<file path="src/rtl/core/sli_pkg.sv">
package sli_pkg;

	localparam int CAPACITY = 16;
	localparam int KeyW = 32;
	localparam int CntW = $clog2(CAPACITY + 1);
	localparam int WideW = (CntW > 5) ? CntW : 5;

	typedef enum logic {
		ACT_INSERT = 1'b0,
		ACT_DELETE = 1'b1
	} action_t;

	typedef enum logic [2:0] {
		ST_INSERTED  = 3'd0,
		ST_DELETED   = 3'd1,
		ST_NOT_FOUND = 3'd2,
		ST_EMPTY     = 3'd3,
		ST_FULL      = 3'd4
	} status_t;

	// request broadcast to every cell
	typedef struct packed {
		logic              apply;
		action_t           action;
		logic [KeyW-1:0]   key;
	} cell_cmd_t;

	// what a cell shows its neighbors
	typedef struct packed {
		logic              valid;
		logic              stay;
		logic              seen;
		logic [KeyW-1:0]   key;
	} cell_link_t;

endpackage

</file>
<file path="src/rtl/core/sli_cell.sv">
module sli_cell
	import sli_pkg::*;
(
	input  logic       clk,
	input  logic       arst_n,
	input  cell_cmd_t  cmd,
	input  cell_link_t left,
	input  cell_link_t right,
	output cell_link_t link
);

	logic [KeyW-1:0] key_q;
	logic            valid_q;
	logic            match;
	logic            less;
	logic            seen;
	logic            stay;

	assign match  = valid_q && (key_q == cmd.key);
	assign less   = $signed(key_q) < $signed(cmd.key);
	assign seen   = left.seen | match;
	assign stay   = (cmd.action == ACT_INSERT) ? (valid_q & less) : (valid_q & ~seen);

	assign link.valid  = valid_q;
	assign link.stay   = stay;
	assign link.seen   = seen;
	assign link.key    = key_q;

	always_ff @(posedge clk or negedge arst_n) begin
		if (!arst_n) begin
			valid_q <= 1'b0;
		end else if (cmd.apply && !stay) begin
			unique case (cmd.action)
				ACT_INSERT: valid_q <= left.stay ? 1'b1 : left.valid;
				ACT_DELETE: valid_q <= right.valid;
				default:    valid_q <= valid_q;
			endcase
		end
	end

	always_ff @(posedge clk) begin
		if (cmd.apply && !stay) begin
			unique case (cmd.action)
				ACT_INSERT: key_q <= left.stay ? cmd.key : left.key;
				ACT_DELETE: key_q <= right.key;
				default:    key_q <= key_q;
			endcase
		end
	end

endmodule

</file>
<file path="src/rtl/core/sorted_list_insert_delete.sv">
// The result strobe done is registered and rises in the cycle after the request is taken.
// Throughput: one request per cycle; busy stays low, the cell row settles
// insert or delete position and shift in the same cycle as the request.
// Reset: arst_n clears the list to empty and drops done; stored keys are
// not cleared. The receiver cannot stall results.
module sorted_list_insert_delete
	import sli_pkg::*;
(
	input  logic        clk,
	input  logic        arst_n,
	input  logic        start,
	output logic        busy,
	input  logic        action,
	input  logic [31:0] key,
	output logic        done,
	output logic [2:0]  status,
	output logic [3:0]  position,
	output logic [4:0]  count
);

	localparam cell_link_t LeftEnd  = '{valid: 1'b1, stay: 1'b1, seen: 1'b0, key: '0};
	localparam cell_link_t RightEnd = '{valid: 1'b0, stay: 1'b0, seen: 1'b0, key: '0};

	cell_link_t          links [CAPACITY];
	cell_cmd_t           cmd;
	logic [CntW-1:0]     used_q;
	logic [CntW-1:0]     used_nxt;
	logic [CntW-1:0]     pos_cnt;
	logic [CntW-1:0]     pos_nxt;
	logic [CntW-1:0]     pos_q;
	logic [CntW-1:0]     cnt_q;
	status_t             status_nxt;
	status_t             status_q;
	logic                done_q;
	logic                accept;
	logic                full;
	logic                empty;
	logic                found;
	logic [WideW-1:0]    pos_wide;
	logic [WideW-1:0]    cnt_wide;

	assign busy   = 1'b0;
	assign accept = start & ~busy;
	assign full   = used_q == CntW'(CAPACITY);
	assign empty  = used_q == '0;
	assign found  = links[CAPACITY-1].seen;

	always_comb begin
		cmd.action = action_t'(action);
		cmd.key    = key;
		cmd.apply  = accept && ((action_t'(action) == ACT_INSERT) ? !full : found);
	end

	generate
		for (genvar i = 0; i < CAPACITY; i++) begin : g_cell
			cell_link_t lft;
			cell_link_t rgt;
			if (i == 0) begin : g_first
				assign lft = LeftEnd;
			end else begin : g_mid
				assign lft = links[i-1];
			end
			if (i == CAPACITY - 1) begin : g_last
				assign rgt = RightEnd;
			end else begin : g_inner
				assign rgt = links[i+1];
			end
			sli_cell u_cell (
				.clk    (clk),
				.arst_n (arst_n),
				.cmd    (cmd),
				.left   (lft),
				.right  (rgt),
				.link   (links[i])
			);
		end
	endgenerate

	always_comb begin
		pos_cnt = '0;
		for (int i = 0; i < CAPACITY; i++) begin
			pos_cnt = pos_cnt + CntW'(links[i].stay);
		end
	end

	always_comb begin
		status_nxt = ST_INSERTED;
		pos_nxt    = '0;
		used_nxt   = used_q;
		priority if (action_t'(action) == ACT_INSERT && full) begin
			status_nxt = ST_FULL;
		end else if (action_t'(action) == ACT_INSERT) begin
			status_nxt = ST_INSERTED;
			pos_nxt    = pos_cnt;
			used_nxt   = used_q + CntW'(1);
		end else if (empty) begin
			status_nxt = ST_EMPTY;
		end else if (!found) begin
			status_nxt = ST_NOT_FOUND;
		end else begin
			status_nxt = ST_DELETED;
			pos_nxt    = pos_cnt;
			used_nxt   = used_q - CntW'(1);
		end
	end

	always_ff @(posedge clk or negedge arst_n) begin
		if (!arst_n) begin
			used_q <= '0;
			done_q <= 1'b0;
		end else begin
			done_q <= accept;
			if (accept) begin
				used_q <= used_nxt;
			end
		end
	end

	always_ff @(posedge clk) begin
		if (accept) begin
			status_q <= status_nxt;
			pos_q    <= pos_nxt;
			cnt_q    <= used_nxt;
		end
	end

	assign pos_wide = WideW'(pos_q);
	assign cnt_wide = WideW'(cnt_q);
	assign done     = done_q;
	assign status   = status_q;
	assign position = pos_wide[3:0];
	assign count    = cnt_wide[4:0];

endmodule

</file>
<file path="config.mk">
export PLATFORM = sky130hd
export DESIGN_NAME = sorted_list_insert_delete
export DESIGN_NICKNAME = d
export VERILOG_FILES = /design/src/rtl/core/sli_pkg.sv /design/src/rtl/core/sli_cell.sv /design/src/rtl/core/sorted_list_insert_delete.sv
export SDC_FILE = /design/constraint.sdc
export NUM_CORES = 2
export LEC_CHECK = 0
export BUFFER_PORTS_ARGS = -buffer_cell sky130_fd_sc_hd__buf_2
export CELL_PAD_IN_SITES_DETAIL_PLACEMENT = 1
export CELL_PAD_IN_SITES_GLOBAL_PLACEMENT = 1
export CORE_MARGIN = 8
export CORE_UTILIZATION = 35
export DETAILED_ROUTE_END_ITERATION = 10
export PLACE_DENSITY = 0.65
export SETUP_SLACK_MARGIN = 0.2
export SLEW_MARGIN = 40
export SYNTH_ARGS = -nofsm -noshare
export SYNTH_HDL_FRONTEND = slang
export SYNTH_HIERARCHICAL = 1
export SYNTH_SLANG_ARGS = --single-unit
</file>
<file path="constraint.sdc">
create_clock -name clk -period 18.8 [get_ports clk]
set_clock_uncertainty 0.05 [all_clocks]
set_input_delay 0.94 -clock clk [delete_from_list [all_inputs] [get_ports clk]]
set_output_delay 0.94 -clock clk [all_outputs]
set_load 0.02 [all_outputs]
</file>
Yosys cells after proc, flatten, opt, wreduce, memory -nomap -nowiden --
Index checks and enable logic that the tools add are counted.
Word-level totals: memory bits (read-only) 0, bits in latches 0, bits in registers 546, memories 0, RAM bits 0
Operators by class: shifts and indexed selects 0, bitwise operators 64, muxes and demuxes 88, add/subtract/negate cells 17, equality and inequality tests 17, $mul 0, $lt $le $gt $ge 16, divide/modulo/power cells 0, reductions and logical operators 53
Operators with widths (number):
- $pmux W32 S2 | 16
- $eq A32 B32 Y1 | 16
- $lt A32 B32 Y1 | 16
- $mux W32 | 15
- $add A4 B1 Y4 | 12
- $logic_and A1 B1 Y1 | 34
- $and A1 B1 Y1 | 32
- $mux W1 | 32
- $pmux W1 S2 | 16
- $mux W5 | 4
- $logic_not A1 Y1 | 17
- $not A1 Y1 | 17
- $or A1 B1 Y1 | 15
- $mux W4 | 3
- $add A5 B1 Y5 const B | 1
- $eq A5 B5 Y1 const B | 1
- $logic_not A5 Y1 | 1
- $sub A5 B1 Y5 const B | 1
- $add A3 B1 Y4 | 1
- $mux W2 | 2
- $add A2 B1 Y3 | 1
- $add A1 B1 Y2 | 1
- $reduce_or A2 Y1 | 1

Depth between registers and ports, before layout --
depth in word-level cells 24, mapped depth 65, depth with buffers taken out 49

Cells and area by module --
Netlist, hierarchy kept.
By module, submodules not included:
- sli_cell at g_cell[0].u_cell ... | area an instance 2601.2 µm², cells an instance 273, times used 15, sequential area each 985.9 µm²
- sli_cell at g_cell[14].u_cell | area an instance 2585.0 µm², cells an instance 270, times used 1, sequential area each 985.9 µm²
- sorted_list_insert_delete | area an instance 1382.6 µm², cells an instance 133, times used 1, sequential area each 510.5 µm²

Least setup slack after synthesis --
OpenSTA, ideal clock, no wires.
path type input -> register, start point input key[27], end point register pos_q[3] (data pin), data required time 18489 ps, stages on the path 65, buffers on the path 16, arrival time 10030 ps, path slack 8459 ps, cells stage by stage inv_1 > ha_1 > nand4_1 > nor4_4 > a41oi_2 > inv_1 > buf_4 > a41oi_2 > inv_1 > buf_4 > a41oi_2 > inv_1 > buf_4 > a41oi_2 > inv_1 > buf_4 > a41oi_2 > inv_1 > [... 29 more ...] > inv_1 > buf_4 > a41oi_2 > and3_4 > a21oi_2 > o21ai_0 > buf_4 > fa_1 > inv_1 > fa_1 > fa_1 > fa_1 > inv_1 > ha_1 > a21o_1 > a21oi_1 > xor2_1 > nor3_1
Between the ends: word-level cells in the longest chain between the ends 24, elaborated cells between the ends (all ways) 145
Ends and longest elaborated chain:
- start, declared | line sorted_list_insert_delete.sv:14 | input logic [31:0] key,
- $eq A32 B32 Y1 * | line sli_cell.sv:19 | assign match = valid_q && (key_q == cmd.key);
- $logic_and A1 B1 Y1 * | line sli_cell.sv:19
- via g_cell[0].u_cell.seen | line sli_cell.sv:16 | logic seen;
- $or A1 B1 Y1 * | line sli_cell.sv:21 | assign seen = left.seen | match;
- via g_cell[1].u_cell.seen | line sli_cell.sv:16
- $or A1 B1 Y1 * | line sli_cell.sv:21
- via g_cell[2].u_cell.seen | line sli_cell.sv:16
- $or A1 B1 Y1 * | line sli_cell.sv:21
- via g_cell[3].u_cell.seen | line sli_cell.sv:16
- [... 1 more ...]
- via g_cell[4].u_cell.seen | line sli_cell.sv:16
- [... 1 more ...]
- via g_cell[5].u_cell.seen | line sli_cell.sv:16
- [... 1 more ...]
- via g_cell[6].u_cell.seen | line sli_cell.sv:16
- [... 1 more ...]
- via g_cell[7].u_cell.seen | line sli_cell.sv:16
- [... 1 more ...]
- via g_cell[8].u_cell.seen | line sli_cell.sv:16
- [... 1 more ...]
- via g_cell[9].u_cell.seen | line sli_cell.sv:16
- [... 1 more ...]
- via g_cell[10].u_cell.seen | line sli_cell.sv:16
- [... 1 more ...]
- via g_cell[11].u_cell.seen | line sli_cell.sv:16
- [... 1 more ...]
- via g_cell[12].u_cell.seen | line sli_cell.sv:16
- [... 1 more ...]
- via g_cell[13].u_cell.seen | line sli_cell.sv:16
- [... 1 more ...]
- via g_cell[14].u_cell.seen | line sli_cell.sv:16
- [... 1 more ...]
- $not A1 Y1 * | line sli_cell.sv:22 | assign stay = (cmd.action == ACT_INSERT) ? (valid_q & less) : (valid_q & ~seen);
- $and A1 B1 Y1 * | line sli_cell.sv:22
- $mux W1 * | line sli_cell.sv:22
- via g_cell[15].u_cell.stay | line sli_cell.sv:17 | logic stay;
- $add A4 B1 Y4 * | line sorted_list_insert_delete.sv:82 | pos_cnt = pos_cnt + CntW'(links[i].stay);
- $mux W4 | line sorted_list_insert_delete.sv:98 | end else if (!found) begin
- $mux W4 | line sorted_list_insert_delete.sv:96 | end else if (empty) begin
- $mux W4 * | line sorted_list_insert_delete.sv:92 | end else if (action_t'(action) == ACT_INSERT) begin
- end signal, assigned | line sorted_list_insert_delete.sv:122 | pos_q <= pos_nxt;
- end, declared | line sorted_list_insert_delete.sv:30 | logic [CntW-1:0] pos_q;
Mark *: on every way through the listed nets, which the timed path passes. The rest lies on a longest branch. A chain may end at the register's enable or synchronous reset.

==> summary.txt <==
Cells and area
  – Final Util: 0.3869
  – Layout area overhead: 9.704%
  – Fin nets: 5,084
  – Share of post-route cells with drive strength above 1: 0.07438
  – Final instance area: 47,160 um2
  – Non-Filler Instances: approximately 6,200

Setup path
  – Most common cell on crit path: inv_1
  – Crit path launch type: input pin
  – Reg2Reg Setup Slack: 9.27 ns
  – Critical Path Slowest Stage Cell: buf_2
  – CP Max Fanout: 32
  – Setup crit end: pos_q[3]
  – Crit path buf inv count: 19
  – Worst path arrival time: 10.41 ns
  – Number of cells on the critical path: 50
  – WP data required: around 19 ns
  – Critical path type: input pin to flop
  – Reg2reg path depth: 48
  – Worst r2r src: g_cell[0].u_cell/key_q[27]
  – R2R Path End: pos_q[3]
  – Crit-path max cell delay: around 0.53 ns
  – CP top delay family: compound AO/OA/AOI/OAI gates
  – Crit path launch: key[26]
  – Worst setup EP type: flop

Clock network
  – CTS tree: yes
  – CTS Root Buffer Type: clkbuf_16
  – CTS resizes: 0
  – CTS Sinks: around 550
  – Post-CTS Setup Inserts: 0
  – Hold buffers post-CTS: 0
  – Skew-Pair Late Insertion Delay: 0.62 ns
  – H-tree Lvls: 3
  – Max clock buf depth: 3
  – Worst-path clk slew: 0.06 ns
  – Num CTS Buffers: between 60 and 70

Placed design
  – Placed Cells: roughly 6,100
  – PortBufs: 48
  – Pre-CTS setup slack: between 7 and 8 ns
  – GP Congestion: 0.8049
  – Post-DP HPWL: between 90,000 and 100,000 um
  – Area post-placement: between 40,000 and 50,000 um2

Route
  – Total number of vias: 33,380
  – # DRC: 0
  – DRT iter0 DRCs: 1,827
  – ANT nets after route: 0
  – DRT Pass-1 Iters: 9
  – WL final: between 100,000 and 150,000 um
  – Via density: 5.387
  – DR WL/cell: just over 20 um

STA
  – Final critical-path share of the clock period: 0.5384
  – Fmax: 0.09880 GHz
  – Final WS setup: 8.679 ns
  – # setup viols final: 0
  – Worst slew pin tran: about 0.90 ns
  – Hold Vio Cnt, Final: 0
  – Hold Slack: 0.2748 ns
  – Post-route minimum period: between 10 and 15 ns
  – Slew Limit Fails: 0
  – Slew headroom: 0.3939
  – RSZ-0062 raised after global routing: no
  – Post-route setup TNS: 0 ns

Yosys
  – Compound-Gate Fraction of Synth Area: 0.1422
  – Part of the Yosys area used for sequential elements: 0.3789
  – Main combinational cell family by area after synthesis: adder cells
  – Top-count cell post-synth: nand2_1
  – Commonest cells in the netlist: nand2_1 (704), o21ai_0 (614), inv_1 (573), edfxtp_1 (524), ha_1 (519)
  – Multiplexer area fraction after synthesis: 0.1195
  – Synth warn: 6
  – Synth unique cells: 67
  – Cell area after synthesis: 42,990 um2
  – Average size of a mapped cell: 9.557 um2
  – Top_reg_cell synth: edfxtp_1
  – Async SR Flop Fraction: 0.04029
  – Synthesized instance count: roughly 4,500
  – Synth area leader: edfxtp_1
  – Adder-cell share of the synthesized area: 0.1557
  – XOR/XNOR share of the synthesized area: 0.001019
  – Yosys reg bits: 546
  – Synth top area share: 0.3660
  – EDFF count, synth: 524
  – Area contributors post-synth: edfxtp_1 (37%), ha_1 (15%), mux2i_1 (12%)
  – Post-Synth Simple-Gate Area: 0.1230

Power
  – Static Leak: 20.41 nW
  – Net Sw Frac: 0.3724
  – Switching power: approximately 1.8 mW
  – Cell Pwr Density: ~100 nW/um2
  – Int Pwr: approximately 3 mW
  – Flop pwr share: 0.378
  – Pwr Total: about 5 mW
  – Clock power frac: 0.264
  – Comb pwr share: 0.358
  – Peak supply drop: 0.00008620 V

GRT
  – First-pass GRT wire length: 198,900 um
  – Grt ovf: 0
  – Initial antenna violation count: 1
  – Pin count of the biggest net entering global routing: between 150 and 200
  – Tot GR Track Use: 0.1788
  – Vias in the first global route: approximately 35,000

Floorplan
  – Die area: 134,300 um2
  – Core area: roughly 120,000 um2
  – Die X: 366.5 um
  – Starting Density: 0.3527
  – Rows: 128
  – Die height: around 370 um
  – IO Pins: 50

Run status
  – Status: finished clean

Worst hold path
  – Hold/Removal Path Class: input pin to async pin

Flow run
  – MaxCap Viol Count: 0
## cells by family (layout without fill, tap and decap cells)
kind of cell,after synthesis,in the layout
flip-flops,546,546
adder cells (fa/ha/maj),529,529
buffers and inverters,803,809
AND/OR/NAND/NOR,1057,1057
XOR/XNOR,5,5
other,2,70
multiplexers,513,513
AO/OA/AOI/OAI,1043,1043
## layout by cell type, fill, tap and decap left out, types with 8 or more instances in the layout
cell / instances
clkbuf_1: 21
fa_1: 10
inv_1: 573
o211a_1: 9
a21oi_1: 211
nor3b_1: 30
buf_2: 46
buf_4: 62
nor4_2: 13
and3_4: 15
o21ai_0: 600
a211oi_1: 18
edfxtp_1: 524
a211o_2: 15
mux2i_1: 513
nand3_1: 47
clkinv_1: 15
clkinv_2: 8
a21oi_2: 17
clkbuf_16: 73
a221o_1: 15
o211ai_1: 32
nor3_1: 21
nand3b_1: 17
ha_1: 519
a221oi_1: 15
nand4_1: 79
nor4_4: 16
nand2_1: 704
nand4_4: 15
nor2_1: 67
and4_1: 15
a21bo_1: 15
o21ai_4: 15
conb_1: 69
a22oi_1: 30
a41oi_2: 15
dfrtp_1: 22
## worst min path at each step
stage / cells after the start / start / end / slack (ns)
floorplan: 2 / g_cell[14].u_cell/valid_q / g_cell[14].u_cell/valid_q / 0.46
global placement: 2 / g_cell[15].u_cell/key_q[28] / g_cell[14].u_cell/key_q[28] / 0.50
detailed placement: 2 / g_cell[15].u_cell/key_q[17] / g_cell[14].u_cell/key_q[17] / 0.50
CTS: 1 / arst_n / g_cell[10].u_cell/valid_q / 0.26
global route: 1 / arst_n / g_cell[11].u_cell/valid_q / 0.27
finish: 1 / arst_n / used_q[3] / 0.27
## worst reg2reg max path, delay by kind of cell (launching register included)
family | cells | cell delay (ns)
flops | 1 | 0.41
simple gates | 4 | 0.68
fa+ha+maj | 6 | 2.51
compound gates | 20 | 4.11
buf+inv | 17 | 1.38
xor+xnor | 1 | 0.17
## final cells by class
cell class	count	area, um2
diodes	1	2.502
clock buffers	98	1961
clock inverters	25	112.6
fillers	13950	74720
inverters	573	2151
multi-input cells	3216	23830
flip-flops and latches	546	16290
well taps	1625	2033
repair buffers	113	782.0
## layer usage
layer / vias up / part of all wire / routed length, um / track usage
met2: 374 / 0.45 / 55690 / 0.2856
met4: 2 / 0.016 / 2048 / 0.03407
met3: 119 / 0.030 / 3730 / 0.01798
li1: 16090 / - / - / -
met5: - / 0.00010 / 13 / 0
met1: 16800 / 0.51 / 63110 / 0.2628
## flip-flops by register name, summed over array words and instances (netlist names)
register and flops:
count 5, done 1, g_cell.u_cell/key_q 512, g_cell.u_cell/valid_q 16
pos_q 4, status 3, used_q 5
## power by group through the flow
| stage | clock, mW | combinational, mW | sequential (mW) |
|---|---|---|---|
| after detailed placement | 0 | 1.74 | 1.87 |
| after floorplan | 0 | 1.27 | 1.79 |
| after global routing | 1.36 | 1.94 | 1.87 |
| after CTS | 1.33 | 1.75 | 1.84 |
| after global placement | 0 | 1.65 | 1.87 |
| final | 1.28 | 1.74 | 1.84 |
(Power assumes the default switching activity.)
